**src/rtl/wheel_encoder_move_tracker_defines.svh**
```systemverilog
// assertion macros for the tracker rtl
`ifndef WHEEL_ENCODER_MOVE_TRACKER_DEFINES_SVH
`define WHEEL_ENCODER_MOVE_TRACKER_DEFINES_SVH

// same-cycle implication, checked outside reset
`define WEMT_ASSERT_NOW(label, ante, cons, msg) \
  label: assert property (@(posedge clk) disable iff (!rst_n) (ante) |-> (cons)) \
    else $error(msg);

// next-cycle implication, checked outside reset
`define WEMT_ASSERT_NEXT(label, ante, cons, msg) \
  label: assert property (@(posedge clk) disable iff (!rst_n) (ante) |=> (cons)) \
    else $error(msg);

`endif

```
**src/rtl/wemt_pkg.sv**
```systemverilog
package wemt_pkg;

  // default encoder count width
  localparam int unsigned COUNT_WIDTH_DEF = 16;

  // item kind, carried on in_tuser
  localparam logic ACTION_START  = 1'b0;
  localparam logic ACTION_SAMPLE = 1'b1;

  // move modes
  localparam logic [1:0] MODE_FORWARD = 2'd0;
  localparam logic [1:0] MODE_REVERSE = 2'd1;
  localparam logic [1:0] MODE_LEFT    = 2'd2;
  localparam logic [1:0] MODE_RIGHT   = 2'd3;

  typedef logic [1:0] mode_t;

  // wheel direction decode for one mode
  typedef struct packed {
    logic left_plus;
    logic right_plus;
    logic straight;
  } dir_t;

  function automatic dir_t mode_dir(input mode_t mode);
    dir_t d;
    d = '0;
    unique case (mode)
      MODE_FORWARD: d = '{left_plus: 1'b1, right_plus: 1'b1, straight: 1'b1};
      MODE_REVERSE: d = '{left_plus: 1'b0, right_plus: 1'b0, straight: 1'b1};
      MODE_LEFT:    d = '{left_plus: 1'b0, right_plus: 1'b1, straight: 1'b0};
      MODE_RIGHT:   d = '{left_plus: 1'b1, right_plus: 1'b0, straight: 1'b0};
      default:      d = '0;
    endcase
    return d;
  endfunction

endpackage

```
**src/rtl/wheel_encoder_move_tracker.sv**
```systemverilog
// Wheel encoder move tracker. A start item (in_tuser low) latches both raw
// wheel counts, clears the travelled totals and takes the move mode and the
// target count; every sample item (in_tuser high) then adds each wheel's
// wrap-corrected count delta, taken in the direction that wheel should turn
// for the mode, into a total that saturates at all ones. Forward and reverse
// finish when both totals reach the target, turns when either does; the
// finishing sample comes out with out_tlast set and moving clear, and the
// block goes idle, so samples after it are answered with the held totals.
// A start while a move runs abandons it. Every item gives exactly one result
// item. Throughput is one item per clock while the result side does not stall: an
// item is held in the input register, its update is a subtract, a saturating add and a
// compare per wheel, and the result is registered. in_tready drops only when both
// registers hold items and the result side stalls.
`include "wheel_encoder_move_tracker_defines.svh"

module wheel_encoder_move_tracker #(
  parameter int unsigned COUNT_WIDTH = wemt_pkg::COUNT_WIDTH_DEF,
  localparam int unsigned IN_W  = ((2 + 3 * COUNT_WIDTH + 7) / 8) * 8,
  localparam int unsigned OUT_W = ((1 + 2 * COUNT_WIDTH + 7) / 8) * 8
) (
  input  logic             clk,
  input  logic             rst_n,
  // input channel
  input  logic             in_tvalid,
  output logic             in_tready,
  // move_mode, target_count, left_count, right_count, zero pad
  input  logic [IN_W-1:0]  in_tdata,
  // action
  input  logic             in_tuser,
  // result channel
  output logic             out_tvalid,
  input  logic             out_tready,
  // moving, left_travelled, right_travelled, zero pad
  output logic [OUT_W-1:0] out_tdata,
  // stop_now
  output logic             out_tlast
);
  import wemt_pkg::*;

  localparam int unsigned CW      = COUNT_WIDTH;
  localparam int unsigned OUT_PAD = OUT_W - (1 + 2 * CW);

  // input register
  logic          s1_valid_r;
  logic          s1_action_r;
  mode_t         s1_mode_r;
  logic [CW-1:0] s1_target_r;
  logic [CW-1:0] s1_left_r;
  logic [CW-1:0] s1_right_r;

  // move state
  logic [CW-1:0] left_prev_r, left_prev_nxt;
  logic [CW-1:0] right_prev_r, right_prev_nxt;
  logic [CW-1:0] left_tot_r, left_tot_nxt;
  logic [CW-1:0] right_tot_r, right_tot_nxt;
  mode_t         mode_r, mode_nxt;
  logic [CW-1:0] goal_r, goal_nxt;
  logic          busy_r, busy_nxt;
  logic          stop_nxt;

  // result register
  logic          out_valid_r;
  logic          out_stop_r;
  logic          out_moving_r;
  logic [CW-1:0] out_left_r;
  logic [CW-1:0] out_right_r;

  logic in_load;
  logic out_load;

  // result register frees when empty or taken; input register frees when its item moves on
  assign out_load  = s1_valid_r && (!out_valid_r || out_tready);
  assign in_tready = !s1_valid_r || out_load;
  assign in_load   = in_tvalid && in_tready;

  always_ff @(posedge clk) begin
    if (!rst_n) begin
      s1_valid_r <= 1'b0;
    end else if (in_tready) begin
      s1_valid_r <= in_tvalid;
    end
  end

  // payload unpack, lowest field first
  always_ff @(posedge clk) begin
    if (in_load) begin
      s1_action_r <= in_tuser;
      s1_mode_r   <= in_tdata[1:0];
      s1_target_r <= in_tdata[2 +: CW];
      s1_left_r   <= in_tdata[2 + CW +: CW];
      s1_right_r  <= in_tdata[2 + 2 * CW +: CW];
    end
  end

  // per-sample update
  dir_t          dir;
  logic [CW-1:0] left_delta;
  logic [CW-1:0] right_delta;
  logic [CW:0]   left_sum;
  logic [CW:0]   right_sum;
  logic [CW-1:0] left_sat;
  logic [CW-1:0] right_sat;
  logic          left_reach;
  logic          right_reach;
  logic          done;

  always_comb begin
    dir = mode_dir(mode_r);
    // modular difference, wrap step counts like any other step
    left_delta  = dir.left_plus  ? (s1_left_r - left_prev_r)   : (left_prev_r - s1_left_r);
    right_delta = dir.right_plus ? (s1_right_r - right_prev_r) : (right_prev_r - s1_right_r);
    left_sum    = {1'b0, left_tot_r} + {1'b0, left_delta};
    right_sum   = {1'b0, right_tot_r} + {1'b0, right_delta};
    left_sat    = left_sum[CW]  ? '1 : left_sum[CW-1:0];
    right_sat   = right_sum[CW] ? '1 : right_sum[CW-1:0];
    left_reach  = left_sat >= goal_r;
    right_reach = right_sat >= goal_r;
    done        = dir.straight ? (left_reach && right_reach) : (left_reach || right_reach);

    left_prev_nxt  = left_prev_r;
    right_prev_nxt = right_prev_r;
    left_tot_nxt   = left_tot_r;
    right_tot_nxt  = right_tot_r;
    mode_nxt       = mode_r;
    goal_nxt       = goal_r;
    busy_nxt       = busy_r;
    stop_nxt       = 1'b0;

    if (s1_action_r == ACTION_START) begin
      left_prev_nxt  = s1_left_r;
      right_prev_nxt = s1_right_r;
      left_tot_nxt   = '0;
      right_tot_nxt  = '0;
      mode_nxt       = s1_mode_r;
      goal_nxt       = s1_target_r;
      busy_nxt       = 1'b1;
    end else if (busy_r) begin
      left_prev_nxt  = s1_left_r;
      right_prev_nxt = s1_right_r;
      left_tot_nxt   = left_sat;
      right_tot_nxt  = right_sat;
      if (done) begin
        stop_nxt = 1'b1;
        busy_nxt = 1'b0;
      end
    end
    // sample while idle leaves everything as it is
  end

  always_ff @(posedge clk) begin
    if (!rst_n) begin
      left_prev_r  <= '0;
      right_prev_r <= '0;
      left_tot_r   <= '0;
      right_tot_r  <= '0;
      mode_r       <= MODE_FORWARD;
      goal_r       <= '0;
      busy_r       <= 1'b0;
    end else if (out_load) begin
      left_prev_r  <= left_prev_nxt;
      right_prev_r <= right_prev_nxt;
      left_tot_r   <= left_tot_nxt;
      right_tot_r  <= right_tot_nxt;
      mode_r       <= mode_nxt;
      goal_r       <= goal_nxt;
      busy_r       <= busy_nxt;
    end
  end

  always_ff @(posedge clk) begin
    if (!rst_n) begin
      out_valid_r <= 1'b0;
    end else if (out_load) begin
      out_valid_r <= 1'b1;
    end else if (out_tready) begin
      out_valid_r <= 1'b0;
    end
  end

  always_ff @(posedge clk) begin
    if (out_load) begin
      out_stop_r   <= stop_nxt;
      out_moving_r <= busy_nxt;
      out_left_r   <= left_tot_nxt;
      out_right_r  <= right_tot_nxt;
    end
  end

  assign out_tvalid = out_valid_r;
  assign out_tlast  = out_stop_r;
  assign out_tdata  = {{OUT_PAD{1'b0}}, out_right_r, out_left_r, out_moving_r};

  // a finishing sample never reports the move as still running
  `WEMT_ASSERT_NOW(a_stop_not_moving, out_valid_r && out_stop_r, !out_moving_r, "stop with moving set")
  // a start always leaves a running move with cleared totals
  `WEMT_ASSERT_NEXT(a_start_clears, out_load && s1_action_r == ACTION_START, busy_r && out_left_r == '0 && out_right_r == '0 && !out_stop_r, "start did not clear the move")
  // the move ends only through a reported stop
  `WEMT_ASSERT_NEXT(a_busy_fall, busy_r && !busy_nxt && out_load, out_stop_r && out_valid_r, "move ended without stop")
  // an empty input register always takes an item
  `WEMT_ASSERT_NOW(a_ready_empty, !s1_valid_r, in_tready, "input stalled while empty")

endmodule

```
**config.mk**
```make
export PLATFORM = sky130hd
export DESIGN_NAME = wheel_encoder_move_tracker
export DESIGN_NICKNAME = d
export VERILOG_FILES = /design/src/rtl/wemt_pkg.sv /design/src/rtl/wheel_encoder_move_tracker.sv
export VERILOG_INCLUDE_DIRS = /design/src /design/src/rtl
export SDC_FILE = /design/constraint.sdc
export NUM_CORES = 1
export LEC_CHECK = 0
export BUFFER_PORTS_ARGS = -buffer_cell sky130_fd_sc_hd__buf_2
export CORE_MARGIN = 2
export CORE_UTILIZATION = 55
export CTS_BUF_LIST = sky130_fd_sc_hd__clkbuf_4 sky130_fd_sc_hd__clkbuf_8 sky130_fd_sc_hd__clkbuf_16
export DETAILED_ROUTE_END_ITERATION = 10
export HOLD_SLACK_MARGIN = 0.12
export MAX_ROUTING_LAYER = met4
export PLACE_DENSITY = 0.72
export RECOVER_POWER = 50
export SKIP_LAST_GASP = 1
export SLEW_MARGIN = 20
export SYNTH_ARGS = -nofsm -noshare
export SYNTH_HDL_FRONTEND = slang
export SYNTH_SLANG_ARGS = --single-unit
```
**constraint.sdc**
```tcl
create_clock -name clk -period 11.7 [get_ports clk]
set_clock_uncertainty 0.05 [all_clocks]
set_input_delay 1.17 -clock clk [delete_from_list [all_inputs] [get_ports clk]]
set_output_delay 1.17 -clock clk [all_outputs]
set_load 0.03 [all_outputs]
```
==> results.md <==
- Layout cell share with drive strength beyond 1: 12.2%
- Drt first pass iters: 5
- Final ANT Viol Nets: 0
- Final instance area: 0.0126 mm2
- Reg2Reg Depth: 26
- Placed Area: 0.0119 mm2
- Worst Path Arrival: 6.74 ns
- Crit Path Max Fanout: 17
- Worst-path clk slew: 0.07 ns
- Final period demand of the worst path: 6.63 ns
- Setup Buffers After CTS: 0
- WHS: 0.418 ns
- Pwr Density: 134 mW/mm2
- Worst EP required: 11.81 ns
- CTS tree: yes
- Leakage power: 0.00520 uW
- Setup TNS: 0 ns
- Cells after Synth: 1246
- First DRT Iteration DRCs: 661
- Total CTS buffers: 17
- Worst slack, placed: 5.18 ns
- HP Start: goal_r[13]
- Asr flop ratio synth: 0%
- Min-Delay Path Class: flip-flop to flip-flop
- Num rows: 52
- Total routed wirelength: 25600 um
- Worst reg2reg endpoint: out_moving_r
- Yosys warnings: 0
- Die height: 147 um
- Via count: 8947
- Hold buffers post-CTS: 0
- WL/cell: 15.9 um
- Total power: 1680 uW
- Nets: 1514
- Clock buffer depth: 2
- Status: finished with violations
- Worst setup SP type: flip-flop
- Clock Latency Late Sink: 0.44 ns
- Horiz. Die Dim: 147 um
- Worst-Margin Slew: 3.35 ns
- Core area: 0.0202 mm2
- Fin. Hold Viols: 0
- Placer Congestion: 0.875
- Root Driver: clkbuf_16
- Failing checks: capacitance limit, slew limit
- Yosys reg bits: 170
- Worst vdd ir: 0.0936 mV
- Sequential area share after synthesis: 37.7%
- DRC violations left: 0
- DPL Wire Length: 18500 um
- N_diodes: 0
- Via count of the first global-routing pass: 8429
- Worst Hold End: goal_r[13]
- CTS H-tree depth: 4
- Syn_area_per_cell: 9.06 um2
- Cell Area, Synth: 0.0113 mm2
- Critical Path Sink Type: flip-flop
- Vias per cell: 5.58
- Max_cap viols: 3
- RSZ-0062 raised after global routing: false
- Critical path class: flip-flop to flip-flop
- Post-synth EDFFs: 85
- Final setup violation count: 0
- Worst hold path depth: 2
- Fmax: 151 MHz
- IO Port Bufs: 90
- Die area: 0.0217 mm2
- Synth cell types: 78
- Slew Viols, Final: 178
- I/O Pins: 104
- Initial core utilization: 55.9%
- Grt ovf: 0
- Pin count of the biggest net entering global routing: 88
- Worst r2r src: mode_r[0]
- Post-synthesis to final-layout area growth: 11.4%
- Rel. slew slack: -124%
- Global-route wire length before repair: 41800 um
- Reg2Reg Setup Slack: 5.07 ns
- GRT Overall Usage: 24.8%
- Final setup margin: 5.07 ns
- Commonest register cell after synthesis: edfxtp_1
- # resized after CTS: 0
- Part of the cycle the worst path needs: 56.7%
- Initial antenna violation count: 0
- Clock sinks: 170
==> placed cells by master, fill, tap and decap left out, types with 5 or more instances in the layout <==
cell type,count
nand2_1,175
ha_1,127
inv_1,109
edfxtp_1,85
dfxtp_1,84
buf_2,83
nor2_1,77
a21oi_1,64
o21ai_0,56
a21boi_0,54
nor2b_1,31
xnor2_1,28
nand3_1,26
a21o_1,25
xor2_1,23
a22oi_1,18
clkbuf_16,18
a211oi_1,17
mux2i_1,17
a31oi_1,16
nor3_1,14
and2_1,13
clkbuf_1,10
o21ai_1,9
o21bai_1,8
nand4_1,7
nand2b_1,7
o21a_1,7
conb_1,7
buf_4,7
fa_1,6
a21oi_2,5
inv_8,5
==> worst max-delay path by stage <==
stage                        startpoint      endpoint  cells past startpoint
final                         mode_r[0]  out_moving_r                     26
after global routing          mode_r[0]  out_moving_r                     26
after CTS                     mode_r[0]  out_moving_r                     26
after detailed placement      mode_r[0]  out_moving_r                     26
after global placement        mode_r[0]  out_moving_r                     26
after floorplan           s1_right_r[0]  out_moving_r                     26
==> logic make-up after synthesis <==
kind of cell | after synthesis | share of synthesized area (%)
adders and majority gates | 134 | 15.2
buffers and inverters | 161 | 5.82
AOI/OAI and AO/OA | 329 | 19.9
and+or+nand+nor | 376 | 15.0
other | 1 | 0.0332
DFF | 170 | 37.7
xor gates and xnor gates | 51 | 3.96
muxes | 24 | 2.31
==> worst max-delay path, cell delays in order (launching register included) <==
cell and delay (ns):
dfxtp_1 0.36, inv_1 0.07, ha_1 0.24, nor2_4 0.43, mux2i_1 0.35, o21ai_0 0.12, a31o_2 0.25, a31oi_2 0.25
o221a_4 0.24, o21ai_1 0.08, xor2_1 0.15, ha_1 0.37, inv_1 0.12, o21bai_1 0.08, a21oi_1 0.26, a21boi_1 0.76
nand2_1 0.34, or2_1 0.35, ha_1 0.29, nand2_1 0.06, o21ai_0 0.19, a21oi_1 0.10, o21ai_0 0.21, a211oi_1 0.10
maj3_1 0.41, nand2_1 0.09, nand2_1 0.05
==> stage by stage <==
step                      utilization, %  cells
after floorplan                        -   1252
after global placement              59.2   1571
after detailed placement            59.2   1571
after CTS                           62.4   1603
after global routing                62.3   1603
final                               62.3   1603
==> sequential cells by signal, indices dropped and copies added, names as in the netlist, 2 cells and up <==
signal	count
left_tot_r	16
s1_mode_r	2
s1_left_r	16
s1_right_r	16
out_left_r	16
left_prev_r	16
s1_target_r	16
out_right_r	16
mode_r	2
goal_r	16
right_tot_r	16
right_prev_r	16
==> routing by layer <==
metal	up-vias	wire, um	global-route usage (%)
li1	4490	-	-
met1	4211	11900	33.0
met2	217	12200	39.9
met3	29	1160	3.54
met4	0	381	6.92
met5	-	0	-
==> Yosys cell counts, drive strengths merged (25+ instances only) <==
| library cell | n | area (um2) |
|---|---|---|
| nand2 | 179 | 682 |
| nor2b | 31 | 194 |
| ha | 127 | 1590 |
| edfxtp | 85 | 2550 |
| clkbuf | 27 | 101 |
| xnor2 | 28 | 245 |
| nand3 | 26 | 130 |
| nor2 | 79 | 307 |
| a21boi | 56 | 420 |
| a21o | 25 | 188 |
| o21ai | 68 | 348 |
| dfxtp | 85 | 1700 |
| inv | 109 | 409 |
| a21oi | 70 | 377 |
==> power by group <==
| group | internal, uW | switching (uW) |
|---|---|---|
| Clock | 341 | 268 |
| Combinational | 159 | 251 |
| Sequential | 651 | 14.5 |
==> cell type report <==
cell class	instances	area [um2]
fill	1785	7600
timing repair buffer	100	505
clock buffer	18	450
tap	270	338
clock inverter	14	193
sequential	170	4260
inverter	110	413
multi-input combinational	921	6410
No activity file was read; power rests on OpenSTA's default activity.
